File: config.mk
export PLATFORM = sky130hd
export DESIGN_NAME = voice_activated_capture_gate
export DESIGN_NICKNAME = d
export VERILOG_FILES = /design/src/rtl/core/vacg_pkg.sv /design/src/rtl/core/voice_activated_capture_gate.sv
export SDC_FILE = /design/constraint.sdc
export NUM_CORES = 1
export LEC_CHECK = 0
export BUFFER_PORTS_ARGS = -buffer_cell sky130_fd_sc_hd__buf_4
export CAP_MARGIN = 20
export CORE_AREA = 2 2 206 208
export DETAILED_ROUTE_END_ITERATION = 8
export DIE_AREA = 0 0 208 210
export PLACE_DENSITY = 0.75
export SYNTH_ARGS = -nofsm -noshare
export SYNTH_HDL_FRONTEND = slang
export SYNTH_SLANG_ARGS = --single-unit
File: constraint.sdc
create_clock -name clk -period 17.1 [get_ports clk]
set_input_delay 1.71 -clock clk [delete_from_list [all_inputs] [get_ports clk]]
set_output_delay 1.71 -clock clk [all_outputs]
set_load 0.01 [all_outputs]
File: src/rtl/core/vacg_pkg.sv
`default_nettype none
package vacg_pkg;

  localparam int MAX_CHUNK_SAMPLES_DEF = 512;

  localparam int CFG_IDX_W  = 3;
  localparam int CFG_DATA_W = 32;

  // Register indexes on the configuration port.
  localparam logic [CFG_IDX_W-1:0] REG_TRIGGER_LEVEL     = 3'd0;
  localparam logic [CFG_IDX_W-1:0] REG_HOLD_LEVEL        = 3'd1;
  localparam logic [CFG_IDX_W-1:0] REG_ARM_WINDOW_MS     = 3'd2;
  localparam logic [CFG_IDX_W-1:0] REG_SILENCE_STOP_MS   = 3'd3;
  localparam logic [CFG_IDX_W-1:0] REG_MIN_CAPTURE_BYTES = 3'd4;

  localparam logic [15:0] TRIGGER_LEVEL_RST     = 16'd2200;
  localparam logic [15:0] HOLD_LEVEL_RST        = 16'd900;
  localparam logic [15:0] ARM_WINDOW_MS_RST     = 16'd5000;
  localparam logic [15:0] SILENCE_STOP_MS_RST   = 16'd1400;
  localparam logic [31:0] MIN_CAPTURE_BYTES_RST = 32'd57600;

  typedef enum logic [1:0] {
    KIND_SAMPLE = 2'd0,
    KIND_ARM    = 2'd1,
    KIND_CANCEL = 2'd2,
    KIND_STOP   = 2'd3
  } kind_t;

  typedef enum logic [1:0] {
    ST_IDLE,
    ST_DIV,
    ST_FIN
  } state_t;

  // First member lands in the highest bits of the packed vector.
  typedef struct packed {
    logic [31:0] captured_bytes;
    logic        clip_captured;
    logic        window_expired;
    logic        capture_stopped;
    logic        capture_started;
    logic        voice_triggered;
    logic        capturing;
    logic        armed;
    logic [15:0] chunk_level;
  } result_t;

endpackage
`default_nettype wire

File: src/rtl/core/voice_activated_capture_gate.sv
`default_nettype none
// Channel  Direction  tdata (low bit up)                            tuser / tlast
// in_      slave      sample[15:0], now_ms[47:16]                   kind[1:0] / last_in_chunk
// out_     master     chunk_level[15:0], flags[22:16], bytes[54:23] none / none
// cfg_     write      cfg_we, cfg_index (register), cfg_wdata       none
//
// Commands and samples that do not end a chunk produce their result directly.
// A chunk-ending sample holds off new requests through ST_DIV and ST_FIN:
// the mean level comes from a restoring divider that forms one quotient bit
// per cycle, SW = 15 + clog2(MAX_CHUNK_SAMPLES + 1) bits.
// Reset is synchronous; all but the divider and result registers reset to defaults.
// A stalled output holds the finished result and blocks new requests.
module voice_activated_capture_gate #(
  parameter int MAX_CHUNK_SAMPLES = vacg_pkg::MAX_CHUNK_SAMPLES_DEF
) (
  input  wire logic                           clk,
  input  wire logic                           rst_n,
  input  wire logic                           in_tvalid,
  output logic                                in_tready,
  input  wire logic [47:0]                    in_tdata,  // sample[15:0], now_ms[47:16]
  input  wire logic [1:0]                     in_tuser,  // kind[1:0]
  input  wire logic                           in_tlast,
  output logic                                out_tvalid,
  input  wire logic                           out_tready,
  output logic [55:0]                         out_tdata, // chunk_level[15:0], armed,
                                                         // capturing, voice_triggered,
                                                         // capture_started, capture_stopped,
                                                         // window_expired, clip_captured,
                                                         // captured_bytes[54:23]
  input  wire logic                           cfg_we,
  input  wire logic [vacg_pkg::CFG_IDX_W-1:0] cfg_index,
  input  wire logic [vacg_pkg::CFG_DATA_W-1:0] cfg_wdata
);
  import vacg_pkg::*;

  localparam int CW = $clog2(MAX_CHUNK_SAMPLES + 1);
  localparam int SW = 15 + CW;
  localparam int DW = $clog2(SW + 1);

  state_t state_r, state_nxt;

  logic [15:0] trigger_level_r, hold_level_r, arm_window_r, silence_stop_r;
  logic [31:0] min_bytes_r;

  logic        armed_r, armed_nxt;
  logic        capture_r, capture_nxt;
  logic        voice_r, voice_nxt;
  logic        clip_r, clip_nxt;
  logic [31:0] arm_time_r, arm_time_nxt;
  logic [31:0] speech_time_r, speech_time_nxt;
  logic [15:0] last_level_r, last_level_nxt;
  logic [31:0] byte_count_r, byte_count_nxt;
  logic [SW-1:0] abs_sum_r, abs_sum_nxt;
  logic [CW-1:0] sample_count_r, sample_count_nxt;
  logic [31:0] now_r;

  // Serial divider.
  logic [SW-1:0] quo_r;
  logic [CW-1:0] rem_r, den_r;
  logic [DW-1:0] div_cnt_r;
  logic [CW:0]   trial;
  logic          q_bit;
  logic [CW-1:0] rem_step;

  logic    out_valid_r;
  result_t out_r, out_nxt;
  logic    load_out, out_free, in_fire;
  logic    ev_started, ev_stopped, ev_expired, stop_req;

  logic [15:0]   in_sample;
  logic [31:0]   in_now;
  kind_t         in_kind;
  logic [15:0]   mag;
  logic          room;
  logic [SW-1:0] sum_upd;
  logic [CW-1:0] cnt_upd;
  logic [15:0]   level;
  logic [31:0]   chunk_bytes;
  logic [32:0]   byte_sum;
  logic [31:0]   bytes_sat;

  assign in_sample = in_tdata[15:0];
  assign in_now    = in_tdata[47:16];
  assign in_kind   = kind_t'(in_tuser);

  assign out_free  = !out_valid_r || out_tready;
  assign in_tready = (state_r == ST_IDLE) && out_free;
  assign in_fire   = in_tvalid && in_tready;

  // Magnitude of -32768 wraps to 0x8000, which reads as 32768 unsigned.
  assign mag     = in_sample[15] ? (~in_sample + 16'd1) : in_sample;
  assign room    = sample_count_r < CW'(MAX_CHUNK_SAMPLES);
  assign sum_upd = room ? abs_sum_r + SW'(mag) : abs_sum_r;
  assign cnt_upd = room ? sample_count_r + CW'(1) : sample_count_r;

  assign trial    = {rem_r, quo_r[SW-1]};
  assign q_bit    = trial >= {1'b0, den_r};
  assign rem_step = q_bit ? CW'(trial - {1'b0, den_r}) : trial[CW-1:0];

  assign level       = (den_r == '0) ? 16'd0 : quo_r[15:0];
  assign chunk_bytes = {{(31 - CW){1'b0}}, den_r, 1'b0};
  assign byte_sum    = {1'b0, byte_count_r} + {1'b0, chunk_bytes};
  assign bytes_sat   = byte_sum[32] ? 32'hFFFF_FFFF : byte_sum[31:0];

  always_comb begin
    state_nxt        = state_r;
    armed_nxt        = armed_r;
    capture_nxt      = capture_r;
    voice_nxt        = voice_r;
    clip_nxt         = clip_r;
    arm_time_nxt     = arm_time_r;
    speech_time_nxt  = speech_time_r;
    last_level_nxt   = last_level_r;
    byte_count_nxt   = byte_count_r;
    abs_sum_nxt      = abs_sum_r;
    sample_count_nxt = sample_count_r;
    load_out         = 1'b0;
    ev_started       = 1'b0;
    ev_expired       = 1'b0;
    ev_stopped       = 1'b0;
    stop_req         = 1'b0;

    case (state_r)
      ST_IDLE: begin
        if (in_fire) begin
          case (in_kind)
            KIND_SAMPLE: begin
              if (in_tlast) begin
                abs_sum_nxt      = '0;
                sample_count_nxt = '0;
                state_nxt        = ST_DIV;
              end else begin
                abs_sum_nxt      = sum_upd;
                sample_count_nxt = cnt_upd;
                load_out         = 1'b1;
              end
            end
            KIND_ARM: begin
              clip_nxt        = 1'b0;
              voice_nxt       = 1'b0;
              armed_nxt       = 1'b1;
              arm_time_nxt    = in_now;
              speech_time_nxt = in_now;
              last_level_nxt  = '0;
              load_out        = 1'b1;
            end
            KIND_CANCEL: begin
              armed_nxt      = 1'b0;
              voice_nxt      = 1'b0;
              last_level_nxt = '0;
              load_out       = 1'b1;
            end
            KIND_STOP: begin
              stop_req = 1'b1;
              load_out = 1'b1;
            end
            default: load_out = 1'b1;
          endcase
        end
      end
      ST_DIV: begin
        if (div_cnt_r == DW'(1)) begin
          state_nxt = ST_FIN;
        end
      end
      ST_FIN: begin
        if (out_free) begin
          load_out       = 1'b1;
          state_nxt      = ST_IDLE;
          last_level_nxt = level;
          if (armed_r && !capture_r) begin
            if (now_r - arm_time_r >= {16'd0, arm_window_r}) begin
              armed_nxt  = 1'b0;
              ev_expired = 1'b1;
            end else if (level >= trigger_level_r) begin
              voice_nxt       = 1'b1;
              speech_time_nxt = now_r;
              byte_count_nxt  = chunk_bytes;
              capture_nxt     = 1'b1;
              ev_started      = 1'b1;
            end
          end else if (capture_r) begin
            byte_count_nxt = bytes_sat;
            if (voice_r) begin
              if (level >= hold_level_r) begin
                speech_time_nxt = now_r;
              end else if (now_r - speech_time_r >= {16'd0, silence_stop_r} &&
                           bytes_sat >= min_bytes_r) begin
                stop_req = 1'b1;
              end
            end
          end
        end
      end
      default: state_nxt = ST_IDLE;
    endcase

    // Ending a capture sees the byte count of this same request.
    if (stop_req && capture_r) begin
      capture_nxt = 1'b0;
      ev_stopped  = 1'b1;
      if (byte_count_nxt != '0 && voice_nxt) begin
        clip_nxt  = 1'b1;
        voice_nxt = 1'b0;
        armed_nxt = 1'b0;
      end
    end

    out_nxt.chunk_level     = last_level_nxt;
    out_nxt.armed           = armed_nxt;
    out_nxt.capturing       = capture_nxt;
    out_nxt.voice_triggered = voice_nxt;
    out_nxt.capture_started = ev_started;
    out_nxt.capture_stopped = ev_stopped;
    out_nxt.window_expired  = ev_expired;
    out_nxt.clip_captured   = clip_nxt;
    out_nxt.captured_bytes  = byte_count_nxt;
  end

  always_ff @(posedge clk) begin
    if (!rst_n) begin
      state_r        <= ST_IDLE;
      armed_r        <= 1'b0;
      capture_r      <= 1'b0;
      voice_r        <= 1'b0;
      clip_r         <= 1'b0;
      arm_time_r     <= '0;
      speech_time_r  <= '0;
      last_level_r   <= '0;
      byte_count_r   <= '0;
      abs_sum_r      <= '0;
      sample_count_r <= '0;
      out_valid_r    <= 1'b0;
    end else begin
      state_r        <= state_nxt;
      armed_r        <= armed_nxt;
      capture_r      <= capture_nxt;
      voice_r        <= voice_nxt;
      clip_r         <= clip_nxt;
      arm_time_r     <= arm_time_nxt;
      speech_time_r  <= speech_time_nxt;
      last_level_r   <= last_level_nxt;
      byte_count_r   <= byte_count_nxt;
      abs_sum_r      <= abs_sum_nxt;
      sample_count_r <= sample_count_nxt;
      if (load_out) begin
        out_valid_r <= 1'b1;
      end else if (out_tready) begin
        out_valid_r <= 1'b0;
      end
    end
  end

  always_ff @(posedge clk) begin
    if (!rst_n) begin
      trigger_level_r <= TRIGGER_LEVEL_RST;
      hold_level_r    <= HOLD_LEVEL_RST;
      arm_window_r    <= ARM_WINDOW_MS_RST;
      silence_stop_r  <= SILENCE_STOP_MS_RST;
      min_bytes_r     <= MIN_CAPTURE_BYTES_RST;
    end else if (cfg_we) begin
      case (cfg_index)
        REG_TRIGGER_LEVEL:     trigger_level_r <= cfg_wdata[15:0];
        REG_HOLD_LEVEL:        hold_level_r    <= cfg_wdata[15:0];
        REG_ARM_WINDOW_MS:     arm_window_r    <= cfg_wdata[15:0];
        REG_SILENCE_STOP_MS:   silence_stop_r  <= cfg_wdata[15:0];
        REG_MIN_CAPTURE_BYTES: min_bytes_r     <= cfg_wdata;
        default: ;
      endcase
    end
  end

  // Divider and result registers carry payload only.
  always_ff @(posedge clk) begin
    if (load_out) begin
      out_r <= out_nxt;
    end
    if (state_r == ST_IDLE && in_fire && in_kind == KIND_SAMPLE && in_tlast) begin
      quo_r     <= sum_upd;
      den_r     <= cnt_upd;
      rem_r     <= '0;
      div_cnt_r <= DW'(SW);
      now_r     <= in_now;
    end else if (state_r == ST_DIV) begin
      quo_r     <= {quo_r[SW-2:0], q_bit};
      rem_r     <= rem_step;
      div_cnt_r <= div_cnt_r - DW'(1);
    end
  end

  assign out_tvalid = out_valid_r;
  assign out_tdata  = {1'b0, out_r};

  a_rem_below_divisor: assert property (@(posedge clk) disable iff (!rst_n)
    state_r == ST_DIV |-> (den_r == '0 || rem_r < den_r))
    else $error("divider remainder not below divisor");

  a_count_bounded: assert property (@(posedge clk) disable iff (!rst_n)
    sample_count_r <= CW'(MAX_CHUNK_SAMPLES))
    else $error("chunk sample count past its limit");

  a_start_consistent: assert property (@(posedge clk) disable iff (!rst_n)
    out_valid_r && out_r.capture_started |-> out_r.capturing && out_r.voice_triggered)
    else $error("capture start without voice capture");

  a_stop_consistent: assert property (@(posedge clk) disable iff (!rst_n)
    out_valid_r && (out_r.capture_stopped || out_r.window_expired) |-> !out_r.capturing)
    else $error("stop or expiry reported while capturing");

  a_fin_leads_to_idle: assert property (@(posedge clk) disable iff (!rst_n)
    state_r == ST_FIN && out_free |=> state_r == ST_IDLE && out_valid_r)
    else $error("finished chunk did not produce a result");

endmodule
`default_nettype wire
# After elaboration in Yosys (flattened, before gate mapping)
# Index checks and enable logic that the tools add are counted.
[totals]
ff_bits = 387
out_inout_bits = 58
in_bits = 91
[classes]
mux = 83
reduce_logical = 33
n_lt_le_gt_ge = 7
n_eq_ne = 21
n_bitwise = 4
add_sub_neg = 8
[op_table]
columns = ["op", "n"]
rows = [
  ["2-to-1 mux 32 bit", 16],
  ["2-to-1 mux 25 bit", 4],
  ["2-to-1 mux 16 bit", 5],
  ["greater-or-equal comparator 32 x 16 -> 1 bit", 2],
  ["one-hot mux 32 bit (2 select lines)", 1],
  ["subtractor 32 bit", 2],
  ["2-to-1 mux 1 bit", 41],
  ["adder 32 x 11 -> 33 bit", 1],
  ["greater-or-equal comparator 16 bit", 2],
  ["greater-or-equal comparator 32 bit", 1],
  ["one-hot mux 16 bit (2 select lines)", 1],
  ["nonzero test 32 bit", 1],
  ["2-to-1 mux 10 bit", 3],
  ["adder 25 x 16 -> 25 bit", 1],
  ["adder 16 x 1 -> 16 bit, second input constant", 1],
  ["NOT 16 bit", 1],
  ["!= test 3 bit, second input constant", 5],
  ["one-hot mux 1 bit (2 select lines)", 6],
  ["greater-or-equal comparator 11 x 10 -> 1 bit", 1],
  ["adder 10 x 1 -> 10 bit, second input constant", 1],
  ["zero test 10 bit", 1],
  ["< comparator 10 bit, second input constant", 1],
  ["2-to-1 mux 2 bit", 5],
  ["AND reduction 2 bit", 5],
  ["24 further kinds", 48],
]

# Logic depth before layout (Yosys ltp)
[depth]
word_depth = 13
depth_mapped = 28
depth_no_buf = 27

# Worst setup path after synthesis
# OpenSTA, ideal clock, no wires.
[synth_timing]
path_type = "register -> register"
start = "reg now_r[4]"
end = "reg out_r (netlist bit out_tdata[22]), data pin"
arrival_ns = 5.731
n_path_buf = 1
path_slack_ns = 11.103
setup_ns = 0.265
synth_period_minus_slack_ns = 5.997
path_stages_with_launch = 25
cell_sequence = "edfxtp_1 ha_1 a21o_1 or3_1 o21ai_2 nand2_1 a31oi_1 o21ai_0 xnor2_1 ha_1 a21oi_1 o211ai_1 nor4_1 mux2i_1 o211ai_1 o21ai_0 or4b_4 nor4_4 nand3_2 buf_6 a31o_1 or4b_4 nor4b_4 nor2_1 or3_1"
[synth_lines]
columns = ["item", "line_no", "source"]
rows = [
  ["start, declared", "voice_activated_capture_gate.sv:55", "logic [31:0] now_r;"],
  ["start signal, assigned", "voice_activated_capture_gate.sv:283", "now_r <= in_now;"],
  ["subtractor 32 bit", "voice_activated_capture_gate.sv:172", "if (now_r - arm_time_r >= {16'd0, arm_window_r}) begin"],
  ["greater-or-equal comparator 32 x 16 -> 1 bit", "voice_activated_capture_gate.sv:172", ""],
  ["2-to-1 mux 32 bit", "voice_activated_capture_gate.sv:172", ""],
  ["2-to-1 mux 32 bit", "voice_activated_capture_gate.sv:171", "if (armed_r && !capture_r) begin"],
  ["2-to-1 mux 32 bit", "voice_activated_capture_gate.sv:167", "if (out_free) begin"],
  ["2-to-1 mux 32 bit", "voice_activated_capture_gate.sv:123", "case (state_r)"],
  ["named net byte_count_nxt[12]", "voice_activated_capture_gate.sv:52", "logic [31:0] byte_count_r, byte_count_nxt;"],
  ["nonzero test 32 bit", "voice_activated_capture_gate.sv:202", "if (byte_count_nxt != '0 && voice_nxt) begin"],
  ["logical AND 1 bit", "voice_activated_capture_gate.sv:202", ""],
  ["2-to-1 mux 1 bit", "voice_activated_capture_gate.sv:202", ""],
  ["2-to-1 mux 1 bit", "voice_activated_capture_gate.sv:199", "if (stop_req && capture_r) begin"],
  ["named net clip_nxt", "voice_activated_capture_gate.sv:48", "logic clip_r, clip_nxt;"],
  ["end signal, assigned", "voice_activated_capture_gate.sv:276", "out_r <= out_nxt;"],
  ["end, declared", "voice_activated_capture_gate.sv:66", "result_t out_r, out_nxt;"],
]
# The timed path passes the listed nets, and every way through them passes these cells.
# A chain may end at the register's enable or synchronous reset.

# Final worst setup path
# Same ends and word-level chain as after synthesis.

==> results.json <==
{
  "ctsHoldBuffers": 0,
  "p_int_w": 0.00171,
  "drtIter0Drc": 1794,
  "cts_setup_buffers": 0,
  "min_period_ns": 7.08,
  "dieArea_mm2": 0.0437,
  "path_buf_inv": 0,
  "drc": 0,
  "yosysSeqAreaShare_pct": 37.0,
  "port_buffers": 147,
  "synthArstFlopShare_pct": 0,
  "finalHoldViolCount": 0,
  "ir_worst_vdd_v": 0.0000893,
  "synth_area_leaders": "dfxtp_1 (22%), edfxtp_1 (15%), ha_1 (10%)",
  "drt_wl_total_um": 72500,
  "cts_sinks": 387,
  "power.switching_w": 0.000658,
  "final_cell_area_mm2": 0.0272,
  "path_delay_family": "simple AND/OR/NAND/NOR gates",
  "drtPass1Iterations": 6,
  "grt_max_degree": 97,
  "arrival_ns": 7.40,
  "final_util_pct": 65.5,
  "core_mm2": 0.0415,
  "max_stage_delay_ns": 0.57,
  "grt-ovfl-total": 0,
  "yosysMostFrequentCell": "nand2_1",
  "fmax_ghz": 0.141,
  "cap_viol_max_count": 0,
  "relSlewSlack_pct": 27.4,
  "cts_tree": "built",
  "cts.htree.levels": 2,
  "rsz0062_at_grt": "false",
  "first_global_vias": 21300,
  "dp_hpwl_um": 53500,
  "synth_commonest_cells": "nand2_1 (490), dfxtp_1 (265), a21oi_1 (247)",
  "postPlaceCellArea_mm2": 0.0257,
  "route.antenna.remaining_nets": 0,
  "drive_above_1_share_pct": 9.51,
  "fin_crit_sh_pct": 41.4,
  "routabilityCongestion": 0.989,
  "synth_cell_types": 88,
  "syn_inst": 2931,
  "synth_top_area_share_pct": 21.9,
  "io_pins": 149,
  "combPwrFrac_pct": 15.6,
  "yosys_register_bits": 387,
  "hp-class": "reg -> reg",
  "synth.cell_area_mm2": 0.0242,
  "p_per_area_mw_per_mm2": 87.1,
  "setup_viol": 0,
  "wl_per_cell_um": 20.2,
  "cp_max_fo": 12,
  "vias_per_cell": 6.08,
  "grt_usage_pct": 32.5,
  "clock-skew-final_ns": 0.0205,
  "pwr-share-clk_pct": 41.2,
  "drv_slew": 0,
  "pwr-share-seq_pct": 43.2,
  "cp_slowest_cell": "or4b_4",
  "cts-resized-gates": 0,
  "leakagePower_nw": 11.1,
  "cts_root_buf": "clkbuf_16",
  "path_class": "reg -> reg",
  "chipWidth_um": 208,
  "grt_first_pass_wirelength_um": 114000,
  "cts_buffer_depth": 3,
  "status": "finished clean",
  "cp_cell_sequence": "ha_1 > a21o_1 > or3_1 > o21ai_2 > nand2_1 > a31oi_1 > o21ai_0 > xnor2_1 > ha_1 > a21oi_1 > o211ai_1 > nor4_1 > mux2i_1 > o211ai_1 > o21ai_0 > or4b_4 > nor4_4 > nand3_2 > a311o_1 > or4b_4 > nor4b_4 > nor2_1 > or3_1",
  "antenna_found_initial": 2,
  "cp_data_required_time_ns": 17.42,
  "num_rows": 75,
  "post_synth.cell_area_avg_um2": 8.26,
  "worst_slew_pin_slew_ns": 1.09,
  "swShare_pct": 27.8,
  "start_kind": "flop",
  "diodes": 0,
  "final_nets": 3312,
  "yosys.area.top_type": "dfxtp_1",
  "fin_tns_setup_ns": 0,
  "numCtsBuffers": 44,
  "vias": 21800,
  "synth_nets": 3229,
  "synth-edff-count": 122,
  "die_y_um": 210,
  "end_kind": "flop",
  "synth_flop_cell": "dfxtp_1",
  "clkTransAtPathRegs_ns": 0.07,
  "area.growth.synth_to_final_pct": 12.2,
  "start_util_pct": 58.4,
  "clock_latency_ns": 0.59,
  "yosysWarnings": 0
}
==> cells by family after synthesis <==
kind of cell / count (synthesis) / share of synthesized area [%]
buffers and inverters: 371 / 5.80
adders and majority gates: 207 / 10.8
other: 1 / 0.0155
AOI/OAI and AO/OA: 764 / 20.7
muxes: 32 / 1.38
DFF: 387 / 37.0
xor gates and xnor gates: 101 / 3.65
and+or+nand+nor: 1068 / 20.6
==> final cells by class <==
| type | instances | area [um2] |
|---|---|---|
| clock inverter | 23 | 265 |
| sequential | 387 | 8970 |
| clock buffer | 58 | 1220 |
| tap | 539 | 674 |
| fill | 3554 | 14300 |
| inverter | 239 | 900 |
| timing repair buffer | 169 | 1270 |
| multi-input combinational | 2173 | 13900 |
==> registers in the layout (all words and copies together), names as in the netlist, 2 cells and up <==
name and flops:
abs_sum_r 25, arm_time_r 32, arm_window_r 16, byte_count_r 32
den_r 10, div_cnt_r 5, hold_level_r 16, last_level_r 16
min_bytes_r 32, now_r 32, out_tdata 55, quo_r 25
rem_r 10, sample_count_r 10, silence_stop_r 16, speech_time_r 32
state_r 2, trigger_level_r 16
==> final timing paths <==
check / start / endpoint / slack (ns) / cells past startpoint
max: now_r[4] / out_tdata[22] / 10.02 / 23
max reg2reg: now_r[4] / out_tdata[22] / 10.02 / 23
min: min_bytes_r[25] / min_bytes_r[25] / 0.45 / 2
min reg2reg: min_bytes_r[25] / min_bytes_r[25] / 0.45 / 2
==> per-stage QoR <==
stage	std cells	power (W)	hold slack (ns)	setup slack, ns
after floorplan	2931	0.00128	0.436	11.10
after global routing	3588	0.00246	0.471	9.55
after CTS	3587	0.00238	0.454	10.13
after detailed placement	3506	0.00140	0.447	10.21
final	3588	0.00237	0.455	10.02
after global placement	3506	0.00139	0.442	10.34
==> tightest hold or removal path, cell delays in order (launching register included) <==
cell and delay (ns):
dfxtp_1 0.30, nand2_1 0.05, a21oi_1 0.05
==> power groups by stage <==
stage | combinational, W | clock [W] | sequential (W)
after floorplan | 0.000240 | 0 | 0.00104
after global placement | 0.000352 | 0 | 0.00104
after detailed placement | 0.000364 | 0 | 0.00104
after CTS | 0.000366 | 0.000988 | 0.00102
after global routing | 0.000409 | 0.00102 | 0.00103
final | 0.000370 | 0.000976 | 0.00102
==> layout by cell type, fill, tap and decap left out, types with 12 or more instances in the layout <==
cell	synthesis	final
o21a_1	14	14
nand2b_1	34	34
and2_1	73	73
nor2b_1	24	23
mux2i_1	21	21
inv_1	235	235
dfxtp_1	265	265
a21o_1	77	77
a22o_1	25	25
or3_1	15	15
nor4_1	17	17
nor3_1	51	51
a22oi_1	14	14
o211ai_1	39	39
nor2_1	181	181
edfxtp_1	122	122
a21oi_1	247	247
clkbuf_16	0	44
a311oi_1	36	36
xnor2_1	73	73
o21ai_0	127	127
buf_4	1	169
nand3_1	66	66
xor2_1	28	28
o21bai_1	12	12
and3_1	29	29
nand4_1	31	31
ha_1	202	202
a211oi_1	17	17
nand2_1	490	488
a31oi_1	21	21
==> layer usage <==
metal	GRT usage (%)	part of all wire, %
met4	12.4	3.7
met2	54.0	46
met3	5.11	7.1
met5	0	0.037
met1	42.6	43
Power figures use the tool's default switching activity.
